File: src/design/pwefs_pkg.sv
package pwefs_pkg;

    // register indexes of the configuration port
    localparam logic CFG_CONTROL = 1'b0;
    localparam logic CFG_COLORS  = 1'b1;

    // control register bits
    localparam int CTL_EXPAND_BIT = 3;
    localparam int CTL_OR_BIT     = 4;
    localparam int CTL_XOR_BIT    = 5;
    localparam int CTL_FLIP_BIT   = 6;

    localparam logic OPC_WRITE  = 1'b0;
    localparam logic OPC_STATUS = 1'b1;

    localparam int QUEUE_DEPTH = 2;

    // collision flag per pixel position (pixel 3 in bits 1:0)
    localparam logic [7:0] COLL_PIX3 = 8'h88;
    localparam logic [7:0] COLL_PIX2 = 8'h44;
    localparam logic [7:0] COLL_PIX1 = 8'h22;
    localparam logic [7:0] COLL_PIX0 = 8'h11;
    localparam logic [7:0] COLL_KEEP = 8'h0F;

    typedef enum logic {
        KIND_WRITE,
        KIND_STATUS
    } t_kind;

    typedef struct packed {
        logic [1:0] shift;
        logic       expand;
        logic       merge_or;
        logic       merge_xor;
        logic       flip;
    } t_ctl;

    typedef struct packed {
        t_kind       kind;
        logic [13:0] offset;
        logic [7:0]  data;
        logic [7:0]  old;
    } t_item;

    function automatic logic [7:0] reverse_pixels(input logic [7:0] v);
        return {v[1:0], v[3:2], v[5:4], v[7:6]};
    endfunction

endpackage

File: src/design/pwefs_front.sv
module pwefs_front (
    input  logic             i_clk,
    input  logic             i_rst_n,
    input  pwefs_pkg::t_ctl  i_ctl,
    input  logic [3:0]       i_colors,
    input  logic             i_ctl_write,
    input  logic             i_in_valid,
    output logic             o_in_ready,
    input  logic             i_opcode,
    input  logic [13:0]      i_write_offset,
    input  logic [7:0]       i_write_value,
    input  logic [7:0]       i_old_byte,
    output logic             o_push_valid,
    input  logic             i_push_ready,
    output pwefs_pkg::t_item o_push_item
);

    logic       r_toggle;
    logic       n_toggle;
    logic [3:0] nib;
    logic [1:0] c0;
    logic [1:0] c1;
    logic [7:0] expanded;
    logic [7:0] pre_flip;
    logic       accept;
    logic       is_write;

    assign o_in_ready   = i_push_ready;
    assign o_push_valid = i_in_valid;
    assign accept       = i_in_valid && i_push_ready;
    assign is_write     = (i_opcode == pwefs_pkg::OPC_WRITE);

    assign nib = r_toggle ? i_write_value[3:0] : i_write_value[7:4];
    assign c0  = i_colors[1:0];
    assign c1  = i_colors[3:2];

    // nibble bit 3 becomes pixel 0 (bits 7:6)
    assign expanded = {nib[3] ? c1 : c0, nib[2] ? c1 : c0,
                       nib[1] ? c1 : c0, nib[0] ? c1 : c0};
    assign pre_flip = i_ctl.expand ? expanded : i_write_value;

    always_comb begin
        o_push_item.kind   = is_write ? pwefs_pkg::KIND_WRITE : pwefs_pkg::KIND_STATUS;
        o_push_item.offset = i_write_offset;
        o_push_item.data   = i_ctl.flip ? pwefs_pkg::reverse_pixels(pre_flip) : pre_flip;
        o_push_item.old    = i_old_byte;
    end

    always_comb begin
        n_toggle = r_toggle;
        if (i_ctl_write) begin
            n_toggle = 1'b0;
        end else if (accept && is_write && i_ctl.expand) begin
            n_toggle = ~r_toggle;
        end
    end

    always_ff @(posedge i_clk) begin
        if (!i_rst_n) begin
            r_toggle <= 1'b0;
        end else begin
            r_toggle <= n_toggle;
        end
    end

endmodule

File: src/design/pwefs_queue.sv
module pwefs_queue (
    input  logic             i_clk,
    input  logic             i_rst_n,
    input  logic             i_push_valid,
    output logic             o_push_ready,
    input  pwefs_pkg::t_item i_push_item,
    output logic             o_pop_valid,
    input  logic             i_pop_ready,
    output pwefs_pkg::t_item o_pop_item
);

    localparam int QDEPTH = pwefs_pkg::QUEUE_DEPTH;
    localparam int PTR_W  = (QDEPTH > 1) ? $clog2(QDEPTH) : 1;
    localparam int CNT_W  = $clog2(QDEPTH + 1);

    pwefs_pkg::t_item r_mem [QDEPTH];
    logic [PTR_W-1:0] r_wr_ptr;
    logic [PTR_W-1:0] r_rd_ptr;
    logic [CNT_W-1:0] r_count;
    logic             push;
    logic             pop;

    assign o_push_ready = (r_count != CNT_W'(QDEPTH));
    assign o_pop_valid  = (r_count != '0);
    assign o_pop_item   = r_mem[r_rd_ptr];
    assign push         = i_push_valid && o_push_ready;
    assign pop          = o_pop_valid && i_pop_ready;

    function automatic logic [PTR_W-1:0] next_ptr(input logic [PTR_W-1:0] p);
        return (p == PTR_W'(QDEPTH - 1)) ? '0 : p + 1'b1;
    endfunction

    always_ff @(posedge i_clk) begin
        if (push) begin
            r_mem[r_wr_ptr] <= i_push_item;
        end
    end

    always_ff @(posedge i_clk) begin
        if (!i_rst_n) begin
            r_wr_ptr <= '0;
            r_rd_ptr <= '0;
            r_count  <= '0;
        end else begin
            if (push) begin
                r_wr_ptr <= next_ptr(r_wr_ptr);
            end
            if (pop) begin
                r_rd_ptr <= next_ptr(r_rd_ptr);
            end
            if (push && !pop) begin
                r_count <= r_count + 1'b1;
            end else if (pop && !push) begin
                r_count <= r_count - 1'b1;
            end
        end
    end

    a_count_range: assert property (@(posedge i_clk) disable iff (!i_rst_n)
        r_count <= CNT_W'(QDEPTH))
        else $error("queue count beyond depth");

    a_pop_moves_rd: assert property (@(posedge i_clk) disable iff (!i_rst_n)
        pop |=> r_rd_ptr != $past(r_rd_ptr) || QDEPTH == 1)
        else $error("pop did not advance read pointer");

    a_full_no_push: assert property (@(posedge i_clk) disable iff (!i_rst_n)
        (r_count == CNT_W'(QDEPTH)) && !pop |=> r_count == CNT_W'(QDEPTH))
        else $error("full queue lost an entry");

endmodule

File: src/design/pwefs_back.sv
module pwefs_back (
    input  logic             i_clk,
    input  logic             i_rst_n,
    input  pwefs_pkg::t_ctl  i_ctl,
    input  logic             i_ctl_write,
    input  logic             i_pop_valid,
    output logic             o_pop_ready,
    input  pwefs_pkg::t_item i_pop_item,
    output logic             o_out_valid,
    input  logic             i_out_ready,
    output logic             o_store_enable,
    output logic [13:0]      o_store_offset,
    output logic [7:0]       o_store_byte,
    output logic [7:0]       o_status_byte
);

    logic        r_out_valid;
    logic        r_store_enable;
    logic [13:0] r_store_offset;
    logic [7:0]  r_store_byte;
    logic [7:0]  r_status_byte;
    logic [7:0]  r_carry;
    logic [7:0]  r_flags;
    logic [7:0]  n_carry;
    logic [7:0]  n_flags;

    logic        pop;
    logic        is_write;
    logic [3:0]  bits;
    logic [15:0] wide;
    logic [7:0]  shifted;
    logic [7:0]  spill;
    logic [7:0]  merged;
    logic [7:0]  old;
    logic [7:0]  hits;
    logic [7:0]  final_byte;

    assign o_pop_ready = !r_out_valid || i_out_ready;
    assign pop         = i_pop_valid && o_pop_ready;
    assign is_write    = (i_pop_item.kind == pwefs_pkg::KIND_WRITE);
    assign old         = i_pop_item.old;
    assign bits        = {1'b0, i_ctl.shift, 1'b0};

    // flipped data moves toward the high end, spill lands low in the carry
    always_comb begin
        if (i_ctl.flip) begin
            wide    = {8'h00, i_pop_item.data} << bits;
            shifted = wide[7:0];
            spill   = wide[15:8];
        end else begin
            wide    = {i_pop_item.data, 8'h00} >> bits;
            shifted = wide[15:8];
            spill   = wide[7:0];
        end
    end

    assign merged = shifted | r_carry;

    assign hits = (((merged[1:0] != 2'b00) && (old[1:0] != 2'b00)) ? pwefs_pkg::COLL_PIX3 : 8'h00)
                | (((merged[3:2] != 2'b00) && (old[3:2] != 2'b00)) ? pwefs_pkg::COLL_PIX2 : 8'h00)
                | (((merged[5:4] != 2'b00) && (old[5:4] != 2'b00)) ? pwefs_pkg::COLL_PIX1 : 8'h00)
                | (((merged[7:6] != 2'b00) && (old[7:6] != 2'b00)) ? pwefs_pkg::COLL_PIX0 : 8'h00);

    always_comb begin
        if (i_ctl.merge_xor) begin
            final_byte = merged ^ old;
        end else if (i_ctl.merge_or) begin
            final_byte = merged | old;
        end else begin
            final_byte = merged;
        end
    end

    always_comb begin
        n_carry = r_carry;
        n_flags = r_flags;
        if (pop) begin
            if (is_write) begin
                n_carry = spill;
                if (i_ctl.merge_or || i_ctl.merge_xor) begin
                    n_flags = (r_flags & pwefs_pkg::COLL_KEEP) | hits;
                end
            end else begin
                n_flags = 8'h00;
            end
        end
        if (i_ctl_write) begin
            n_carry = 8'h00;
        end
    end

    always_ff @(posedge i_clk) begin
        if (!i_rst_n) begin
            r_out_valid <= 1'b0;
            r_carry     <= 8'h00;
            r_flags     <= 8'h00;
        end else begin
            r_carry <= n_carry;
            r_flags <= n_flags;
            if (pop) begin
                r_out_valid <= 1'b1;
            end else if (i_out_ready) begin
                r_out_valid <= 1'b0;
            end
        end
    end

    always_ff @(posedge i_clk) begin
        if (pop) begin
            r_store_enable <= is_write;
            r_store_offset <= is_write ? i_pop_item.offset : 14'd0;
            r_store_byte   <= is_write ? final_byte : 8'h00;
            r_status_byte  <= is_write ? 8'h00 : r_flags;
        end
    end

    assign o_out_valid    = r_out_valid;
    assign o_store_enable = r_store_enable;
    assign o_store_offset = r_store_offset;
    assign o_store_byte   = r_store_byte;
    assign o_status_byte  = r_status_byte;

endmodule

File: src/design/pixel_write_expand_flip_shift.sv
// A transaction accepted at the input is written into the two-entry queue; the output register
// loads it from the queue when the back end pops it, which waits while the output is stalled.
// Throughput: one transaction per cycle; the queue and output register let each side stall.
// Reset (synchronous, active low) clears the control and color registers, the nibble
// toggle, the shift carry, the collision flags, the queue and the output valid.
module pixel_write_expand_flip_shift (
    input  logic        i_clk,
    input  logic        i_rst_n,
    input  logic        i_cfg_we,
    input  logic        i_cfg_index,
    input  logic [7:0]  i_cfg_data,
    input  logic        i_in_valid,
    output logic        o_in_ready,
    input  logic        i_opcode,
    input  logic [13:0] i_write_offset,
    input  logic [7:0]  i_write_value,
    input  logic [7:0]  i_old_byte,
    output logic        o_out_valid,
    input  logic        i_out_ready,
    output logic        o_store_enable,
    output logic [13:0] o_store_offset,
    output logic [7:0]  o_store_byte,
    output logic [7:0]  o_status_byte
);

    logic [7:0]       r_control;
    logic [3:0]       r_colors;
    logic             ctl_write;
    pwefs_pkg::t_ctl  ctl;
    logic             push_valid;
    logic             push_ready;
    pwefs_pkg::t_item push_item;
    logic             pop_valid;
    logic             pop_ready;
    pwefs_pkg::t_item pop_item;

    assign ctl_write = i_cfg_we && (i_cfg_index == pwefs_pkg::CFG_CONTROL);

    always_ff @(posedge i_clk) begin
        if (!i_rst_n) begin
            r_control <= 8'h00;
            r_colors  <= 4'h0;
        end else if (i_cfg_we) begin
            case (i_cfg_index)
                pwefs_pkg::CFG_CONTROL: r_control <= i_cfg_data;
                pwefs_pkg::CFG_COLORS:  r_colors  <= i_cfg_data[3:0];
                default: ;
            endcase
        end
    end

    always_comb begin
        ctl.shift     = r_control[1:0];
        ctl.expand    = r_control[pwefs_pkg::CTL_EXPAND_BIT];
        ctl.merge_or  = r_control[pwefs_pkg::CTL_OR_BIT];
        ctl.merge_xor = r_control[pwefs_pkg::CTL_XOR_BIT];
        ctl.flip      = r_control[pwefs_pkg::CTL_FLIP_BIT];
    end

    pwefs_front u_front (
        .i_clk          (i_clk),
        .i_rst_n        (i_rst_n),
        .i_ctl          (ctl),
        .i_colors       (r_colors),
        .i_ctl_write    (ctl_write),
        .i_in_valid     (i_in_valid),
        .o_in_ready     (o_in_ready),
        .i_opcode       (i_opcode),
        .i_write_offset (i_write_offset),
        .i_write_value  (i_write_value),
        .i_old_byte     (i_old_byte),
        .o_push_valid   (push_valid),
        .i_push_ready   (push_ready),
        .o_push_item    (push_item)
    );

    pwefs_queue u_queue (
        .i_clk        (i_clk),
        .i_rst_n      (i_rst_n),
        .i_push_valid (push_valid),
        .o_push_ready (push_ready),
        .i_push_item  (push_item),
        .o_pop_valid  (pop_valid),
        .i_pop_ready  (pop_ready),
        .o_pop_item   (pop_item)
    );

    pwefs_back u_back (
        .i_clk          (i_clk),
        .i_rst_n        (i_rst_n),
        .i_ctl          (ctl),
        .i_ctl_write    (ctl_write),
        .i_pop_valid    (pop_valid),
        .o_pop_ready    (pop_ready),
        .i_pop_item     (pop_item),
        .o_out_valid    (o_out_valid),
        .i_out_ready    (i_out_ready),
        .o_store_enable (o_store_enable),
        .o_store_offset (o_store_offset),
        .o_store_byte   (o_store_byte),
        .o_status_byte  (o_status_byte)
    );

    a_write_no_status: assert property (@(posedge i_clk) disable iff (!i_rst_n)
        o_out_valid && o_store_enable |-> o_status_byte == 8'h00)
        else $error("write result carries status");

    a_status_no_store: assert property (@(posedge i_clk) disable iff (!i_rst_n)
        o_out_valid && !o_store_enable |-> o_store_offset == 14'd0 && o_store_byte == 8'h00)
        else $error("status result carries store data");

    a_reset_idle: assert property (@(posedge i_clk)
        !i_rst_n |=> !o_out_valid)
        else $error("result valid right after reset");

endmodule

File: config.mk
export PLATFORM = sky130hd
export DESIGN_NAME = pixel_write_expand_flip_shift
export DESIGN_NICKNAME = d
export VERILOG_FILES = /design/src/design/pwefs_pkg.sv /design/src/design/pwefs_front.sv /design/src/design/pwefs_queue.sv /design/src/design/pwefs_back.sv /design/src/design/pixel_write_expand_flip_shift.sv
export SDC_FILE = /design/constraint.sdc
export NUM_CORES = 1
export LEC_CHECK = 0
export ABC_CLOCK_PERIOD_IN_PS = 4000
export BUFFER_PORTS_ARGS = -buffer_cell sky130_fd_sc_hd__buf_2
export CELL_PAD_IN_SITES_DETAIL_PLACEMENT = 0
export CELL_PAD_IN_SITES_GLOBAL_PLACEMENT = 1
export CORE_ASPECT_RATIO = 1.1
export CORE_UTILIZATION = 47
export DETAILED_ROUTE_END_ITERATION = 10
export GPL_ROUTABILITY_DRIVEN = 0
export PLACE_DENSITY = 0.83
export SETUP_SLACK_MARGIN = 0.5
export SLEW_MARGIN = 20
export SYNTH_ARGS = -nofsm -noshare
export SYNTH_HDL_FRONTEND = slang
export SYNTH_SLANG_ARGS = --single-unit
File: constraint.sdc
create_clock -name i_clk -period 4 [get_ports i_clk]
set_input_delay 0.2 -clock i_clk [delete_from_list [all_inputs] [get_ports i_clk]]
set_output_delay 0.2 -clock i_clk [all_outputs]
set_load 0.02 [all_outputs]
Yosys cells after proc, flatten, opt, wreduce, memory -nomap -nowiden --
Memories as Yosys holds them, arrays and structs flattened. A register that Yosys moved wholly into a read port is not among the register bits. Cells that the tools add are included.
Storage, ports and cells: register bits 64, bits in latches 0, memory bits (writable) 62, ROM bits 0, bits of input ports 45, output and inout bits 33, logic and storage cells 94, memories 1
Cells by class: $add $sub $neg 4, $mul 0, divide/modulo/power cells 0, order comparisons 0, equal/unequal tests 1, shift operators 2, multiplexer cells 28, bitwise logic cells 12, reduce and logical (&&, ||, !) cells 33
Memories:
- u_queue.r_mem | words 2, bits a word 31, read ports 1, clocked after Yosys merged registers in 1, wr ports 1, line pwefs_queue.sv:16 | pwefs_pkg::t_item r_mem [QDEPTH];
Operators with widths (number):
- 8-bit two-way mux | 9
- 8-bit bitwise OR | 5
- 2-bit nonzero test | 12
- 8-bit by 3-bit left shift with 16-bit output | 1
- 16-bit by 3-bit >> shifter with 16-bit output | 1
- 2-bit two-way mux | 6
- 1-bit logical AND | 11
- 1-bit two-way mux | 9
- 4-bit by 8-bit bitwise OR with 8-bit output | 1
- 2-bit AND reduction | 4
- 8-bit bitwise XOR | 1
- 7-bit two-way mux | 1
- 6-bit two-way mux | 1
- 5-bit two-way mux | 1
- 1-bit inverter | 5
- 4-bit two-way mux | 1
- 1-bit zero test | 3
- 1-bit adder, second input constant | 2
- 2-bit by 1-bit adder with 2-bit output, second input constant | 1
- 1-bit logical OR | 2
- 2-bit != test, second input constant | 1
- 2-bit OR reduction | 1
- 2-bit by 1-bit subtractor with 2-bit output, second input constant | 1

Logic depth before layout (Yosys ltp) --
depth after elaboration 12, gate-level depth with buffers 10, mapped depth without buffers 8

By module --
Synthesis repeated with hierarchy kept, for this count alone.
Unflattened totals: cells, all modules 515, area, all modules 6187.2 µm²
Modules (own cells, without submodules):
- pwefs_back | times used 1, cells each 259, area each 2496.1 µm², sequential area each 1271.2 µm²
- pwefs_queue | times used 1, cells each 120, area each 2468.6 µm², sequential area each 1961.9 µm²
- pwefs_front | times used 1, cells each 93, area each 820.8 µm², sequential area each 20.0 µm²
- pixel_write_expand_flip_shift | times used 1, cells each 43, area each 401.6 µm², sequential area each 200.2 µm²

Worst setup path before layout --
Ideal clock, no wire load.
kind flip-flop to flip-flop, start point reg u_back.r_out_valid, in the netlist u_back.o_out_valid, end point reg u_queue.r_count[1], library setup time 0.076 ns, arrival 3.006 ns, data required time 3.924 ns, path slack 0.918 ns, stages on the path, launching flop included 7, buffers on the path 0, clock period less this slack 3.082 ns, cell sequence dfxtp_1 nor2b_1 nor2_1 inv_1 ha_1 or3_1 a21boi_0
On the way: cells in the longest elaborated chain, start to end 6, elaborated cells on any way between the ends 8, classes of those cells mux (1); reduce/logical (7)
Ends and longest elaborated chain:
- start, declared | line pwefs_back.sv:17 | logic r_out_valid;
- start signal, assigned | line pwefs_back.sv:94 | r_out_valid <= 1'b0;
- start signal, assigned | line pwefs_back.sv:101 | r_out_valid <= 1'b1;
- start signal, assigned | line pwefs_back.sv:103 | r_out_valid <= 1'b0;
- 1-bit zero test * | line pwefs_back.sv:38 | assign o_pop_ready = !r_out_valid || i_out_ready;
- 1-bit logical OR * | line pwefs_back.sv:38
- 1-bit logical AND *
- named net u_back.pop | line pwefs_back.sv:27 | logic pop;
- 1-bit zero test | line pwefs_queue.sv:51 | if (push && !pop) begin
- 1-bit logical AND | line pwefs_queue.sv:51
- 2-bit two-way mux / 2-bit nonzero test (equally long branches)
- end signal, assigned | line pwefs_queue.sv:52 | r_count <= r_count + 1'b1;
- end signal, assigned | line pwefs_queue.sv:54 | r_count <= r_count - 1'b1;
- end, declared | line pwefs_queue.sv:19 | logic [CNT_W-1:0] r_count;
The timed path passes the listed nets; every way through them passes the cells marked *. A chain may end at the register's enable or synchronous reset.

Worst setup path in the final report --
start point reg r_control[0], end point reg u_back.r_store_byte[4], in the netlist u_back.o_store_byte[4] (data pin)
On the way: cells in the longest elaborated chain, start to end 6, elaborated cells on any way between the ends 8, classes of those cells shift (2); mux (3); bitwise (3)
Ends and longest elaborated chain:
- start, declared | line pixel_write_expand_flip_shift.sv:26 | logic [7:0] r_control;
- start signal, assigned | line pixel_write_expand_flip_shift.sv:45 | pwefs_pkg::CFG_CONTROL: r_control <= i_cfg_data;
- 16-bit by 3-bit >> shifter with 16-bit output / 8-bit by 3-bit left shift with 16-bit output (equally long branches) | line pwefs_back.sv:51, pwefs_back.sv:47
- 8-bit two-way mux * | line pwefs_back.sv:46 | if (i_ctl.flip) begin
- 8-bit bitwise OR * | line pwefs_back.sv:57 | assign merged = shifted | r_carry;
- 8-bit bitwise OR | line pwefs_back.sv:68 | final_byte = merged | old;
- 8-bit two-way mux | line pwefs_back.sv:67 | end else if (i_ctl.merge_or) begin
- 8-bit two-way mux * | line pwefs_back.sv:65 | if (i_ctl.merge_xor) begin
- end signal, assigned | line pwefs_back.sv:112 | r_store_byte <= is_write ? final_byte : 8'h00;
- end, declared | line pwefs_back.sv:20 | logic [7:0] r_store_byte;
Mark *: on every way between the ends. The rest lies on a longest branch, timed or not.

==> out/metrics.yaml <==
cells_and_area:
  final_design_area_no_fill_um2: 7060
  flow.area_growth_from_synthesis_pct: 23.1
  layout_nets: 603
  fillCellCount: 925
  drive_gt1_share_pct: 25.4
  diodes: 0
  leading_cell_type_in_the_layout_fill_and_taps_excluded: "sky130_fd_sc_hd__edfxtp_1"
  top_library_cells_by_usage_in_the_layout_fill_and_taps_aside: "93 x sky130_fd_sc_hd__edfxtp_1, 76 x sky130_fd_sc_hd__buf_2, 49 x sky130_fd_sc_hd__mux2i_1"
global_route:
  via_count_of_the_first_global_routing_pass: 3843
  grt_pass1_wl_mm: 18.8
  grt-ovfl-total: 0
  antenna_violations_before_repair: 0
  grt_util_all_layers_pct: 19.8
  maximum_number_of_pins_on_one_net_before_global_route_repair: 36
logic_synthesis:
  ys_ff_latch: 126
  post_synth_inst_count: 451
  synth_enable_flop_cells: 93
  synth-main-ff-cell: "sky130_fd_sc_hd__edfxtp_1"
  dominant_combinational_cell_family_by_area_after_synthesis: "compound AO/OA/AOI/OAI gates"
  synth_seq_area_share_pct: 60.2
  synth_xor_area_share_pct: 0.764
  synth_fa_ha_area_share_pct: 1.96
  synth.net_count: 505
  post_syn_area_um2: 5730
  synth_mux_area_share_pct: 11.0
  avgSynthCellArea_um2: 12.7
  postSynth.asyncResetShare_pct: 0
  synth_compound_area_share_pct: 12.7
  synthSimpleGateAreaFrac_pct: 10.5
  yosysWarningCount: 0
  synthDistinctLibCells: 56
run:
  max-cap-violations: 0
routing:
  route.detailed.vias_per_inst: 5.40
  route.antenna.remaining_nets: 0
  drc_marker_count_from_the_first_detailed_route_iteration: 179
  detail_route.first_pass.iterations: 4
  drc: 0
  finalWirelength_mm: 11.8
  per_cell_routed_wire_length_um: 16.6
  via_count_of_the_routed_design: 3847
setup_path:
  critPathRequiredTime_ns: 4.16
  crit_type: "flip-flop to flip-flop"
  timing.critical_path.fanout_max: 20
  critPathLaunchType: "flip-flop"
  ff2ff_setup_slack_ns: 1.30
  endpoint_kind: "flip-flop"
  crit_arrival_ns: 2.86
clock_tree:
  cts_resized: 0
  ctsLongestPathBuffers: 2
  path_clk_slew_ns: 0.06
  cts_made_buffers: 17
  root_buffer: "sky130_fd_sc_hd__clkbuf_16"
  tritoncts: "built"
  htree_num_levels: 4
  insertion_delay_ns: 0.42
  numClockSinks: 126
timing:
  slew_at_the_pin_closest_to_its_max_slew_limit_ns: 0.775
  fin_skew_ns: 0.0110
  time_the_worst_path_needs_with_i_o_delays_and_setup_ns: 2.70
  report.final.hold_viol_count: 0
  final.period_utilization_pct: 67.6
  setup_repair_after_global_routing_missed_its_margin: "no"
  worst_slew_margin_pct: 48.3
  totalNegativeSetupSlack_ns: 0
  maxClockFrequency_ghz: 0.370
  final_slew_violations: 0
  setup_viol_count_final: 0
  final.setup.worst_slack_ns: 1.30
place:
  hpwlAfterDp_mm: 7.67
  area_after_dpl_um2: 6220
  detailedPlace.worstSlack_ns: 1.38
  placement.io_buffers: 76
floorplan:
  die_width_um: 107
  dieHeight_um: 118
  core_area_um2: 11700
  fp.dieArea_um2: 12600
  pin_count: 78
  row_count: 41
  initial_core_util_pct: 49.0
power:
  leakage_uw: 0.00271
  power.density_cell_area_nw_per_um2: 666
  fin_total_pwr_uw: 4700
  peakVddDrop_mv: 0.355
hold_path:
  hold_crit_class: "input port to flip-flop"
run_status:
  status: "finished, final reports clean"
[sequential cells by signal, summed over array words and instances (netlist names), 2 cells and up, named ones only]
| signal | flops |
|---|---|
| r_colors | 4 |
| r_control | 6 |
| u_back.o_status_byte | 8 |
| u_back.o_store_byte | 8 |
| u_back.o_store_offset | 14 |
| u_back.r_carry | 8 |
| u_back.r_flags | 8 |
| u_queue.r_count | 2 |
| u_queue.r_mem | 62 |
[through the flow]
step / utilization (%) / std cells / hold slack [ns]
after floorplan: - / 451 / 0.299
after global placement: 53.2 / 657 / 0.388
after detailed placement: 53.2 / 657 / 0.392
after CTS: 60.3 / 712 / 0.0272
after global routing: 60.3 / 712 / 0.0424
final: 60.3 / 712 / 0.0367
[final timing paths]
kind / from / endpoint / depth (start not counted)
min reg2reg: u_back.r_flags[5] / u_back.r_flags[5] / 1
min: i_cfg_data[6] / r_control[6] / 3
max: r_control[0] / u_back.o_store_byte[4] / 8
max reg2reg: r_control[0] / u_back.o_store_byte[4] / 8
[where the power goes]
group,internal [uW],switching (uW)
combinational,464,824
clock,967,561
sequential,1780,108
[area by class of cell]
type | count | area (um2) | share of cell area (%)
repair buffers | 105 | 656 | 9.29
flip-flops and latches | 126 | 3450 | 48.9
well taps | 150 | 188 | 2.66
clock inverters | 10 | 100 | 1.42
inverters | 8 | 30.0 | 0.425
multi-input cells | 291 | 2120 | 30.1
clock buffers | 22 | 507 | 7.18
[worst max-delay path: stages (launching register included)]
cell                       delay [ns]
sky130_fd_sc_hd__dfxtp_1         0.82
sky130_fd_sc_hd__nor2_1          0.33
sky130_fd_sc_hd__a32o_1          0.33
sky130_fd_sc_hd__a211oi_4        0.32
sky130_fd_sc_hd__ha_1            0.21
sky130_fd_sc_hd__a21oi_1         0.06
sky130_fd_sc_hd__nand2_1         0.10
sky130_fd_sc_hd__a21oi_1         0.04
sky130_fd_sc_hd__a31o_2          0.23
[logic make-up (layout without fill, tap and decap cells)]
group | after synthesis | count (layout)
AO/OA/AOI/OAI | 96 | 96
flip-flops | 126 | 126
adder cells (fa/ha/maj) | 9 | 9
AND/OR/NAND/NOR | 122 | 122
buffers and inverters | 34 | 145
multiplexers | 59 | 59
XOR/XNOR | 5 | 5
[routing by layer]
| layer | GRT usage [%] | up-vias | share of wire (%) |
|---|---|---|---|
| met2 | 33.6 | 111 | 51 |
| met1 | 23.2 | 1835 | 43 |
| met4 | 10.8 | 0 | 2.3 |
| met5 | 0 | - | 0 |
| li1 | - | 1884 | - |
| met3 | 4.21 | 17 | 4.0 |
[cells in the mapped netlist, drive strengths merged (2+ instances only)]
| cell | instances | area share (%) |
|---|---|---|
| a21boi | 13 | 1.7 |
| a31o | 5 | 0.76 |
| nand2 | 42 | 2.8 |
| o31ai | 3 | 0.39 |
| and3 | 2 | 0.22 |
| nor3 | 3 | 0.46 |
| o21ai | 13 | 1.1 |
| a311oi | 2 | 0.41 |
| a22oi | 9 | 1.2 |
| a21o | 8 | 1.0 |
| edfxtp | 93 | 49 |
| xnor2 | 3 | 0.46 |
| mux2 | 9 | 2.0 |
| nor2 | 30 | 2.0 |
| nor2b | 4 | 0.44 |
| a32o | 2 | 0.35 |
| and2 | 15 | 1.6 |
| nand3 | 12 | 1.0 |
| clkbuf | 14 | 0.92 |
| a21oi | 20 | 1.7 |
| buf | 12 | 1.4 |
| a211oi | 2 | 0.70 |
| o22ai | 3 | 0.33 |
| nand2b | 5 | 0.55 |
| mux2i | 50 | 8.9 |
| a221oi | 3 | 0.79 |
| ha | 9 | 2.0 |
| xor2 | 2 | 0.31 |
| dfxtp | 33 | 12 |
| o221a | 2 | 0.39 |
| a31oi | 3 | 0.33 |
| inv | 8 | 0.52 |
| or3 | 2 | 0.22 |
[repair_timing]
action | in CTS | in global routing
buffers inserted | 0 | 0
hold endpoints to repair | 46 | 0
setup endpoints to repair | 0 | 0
hold buffers | 23 | 0
No activity file was read; power rests on OpenSTA's default activity.
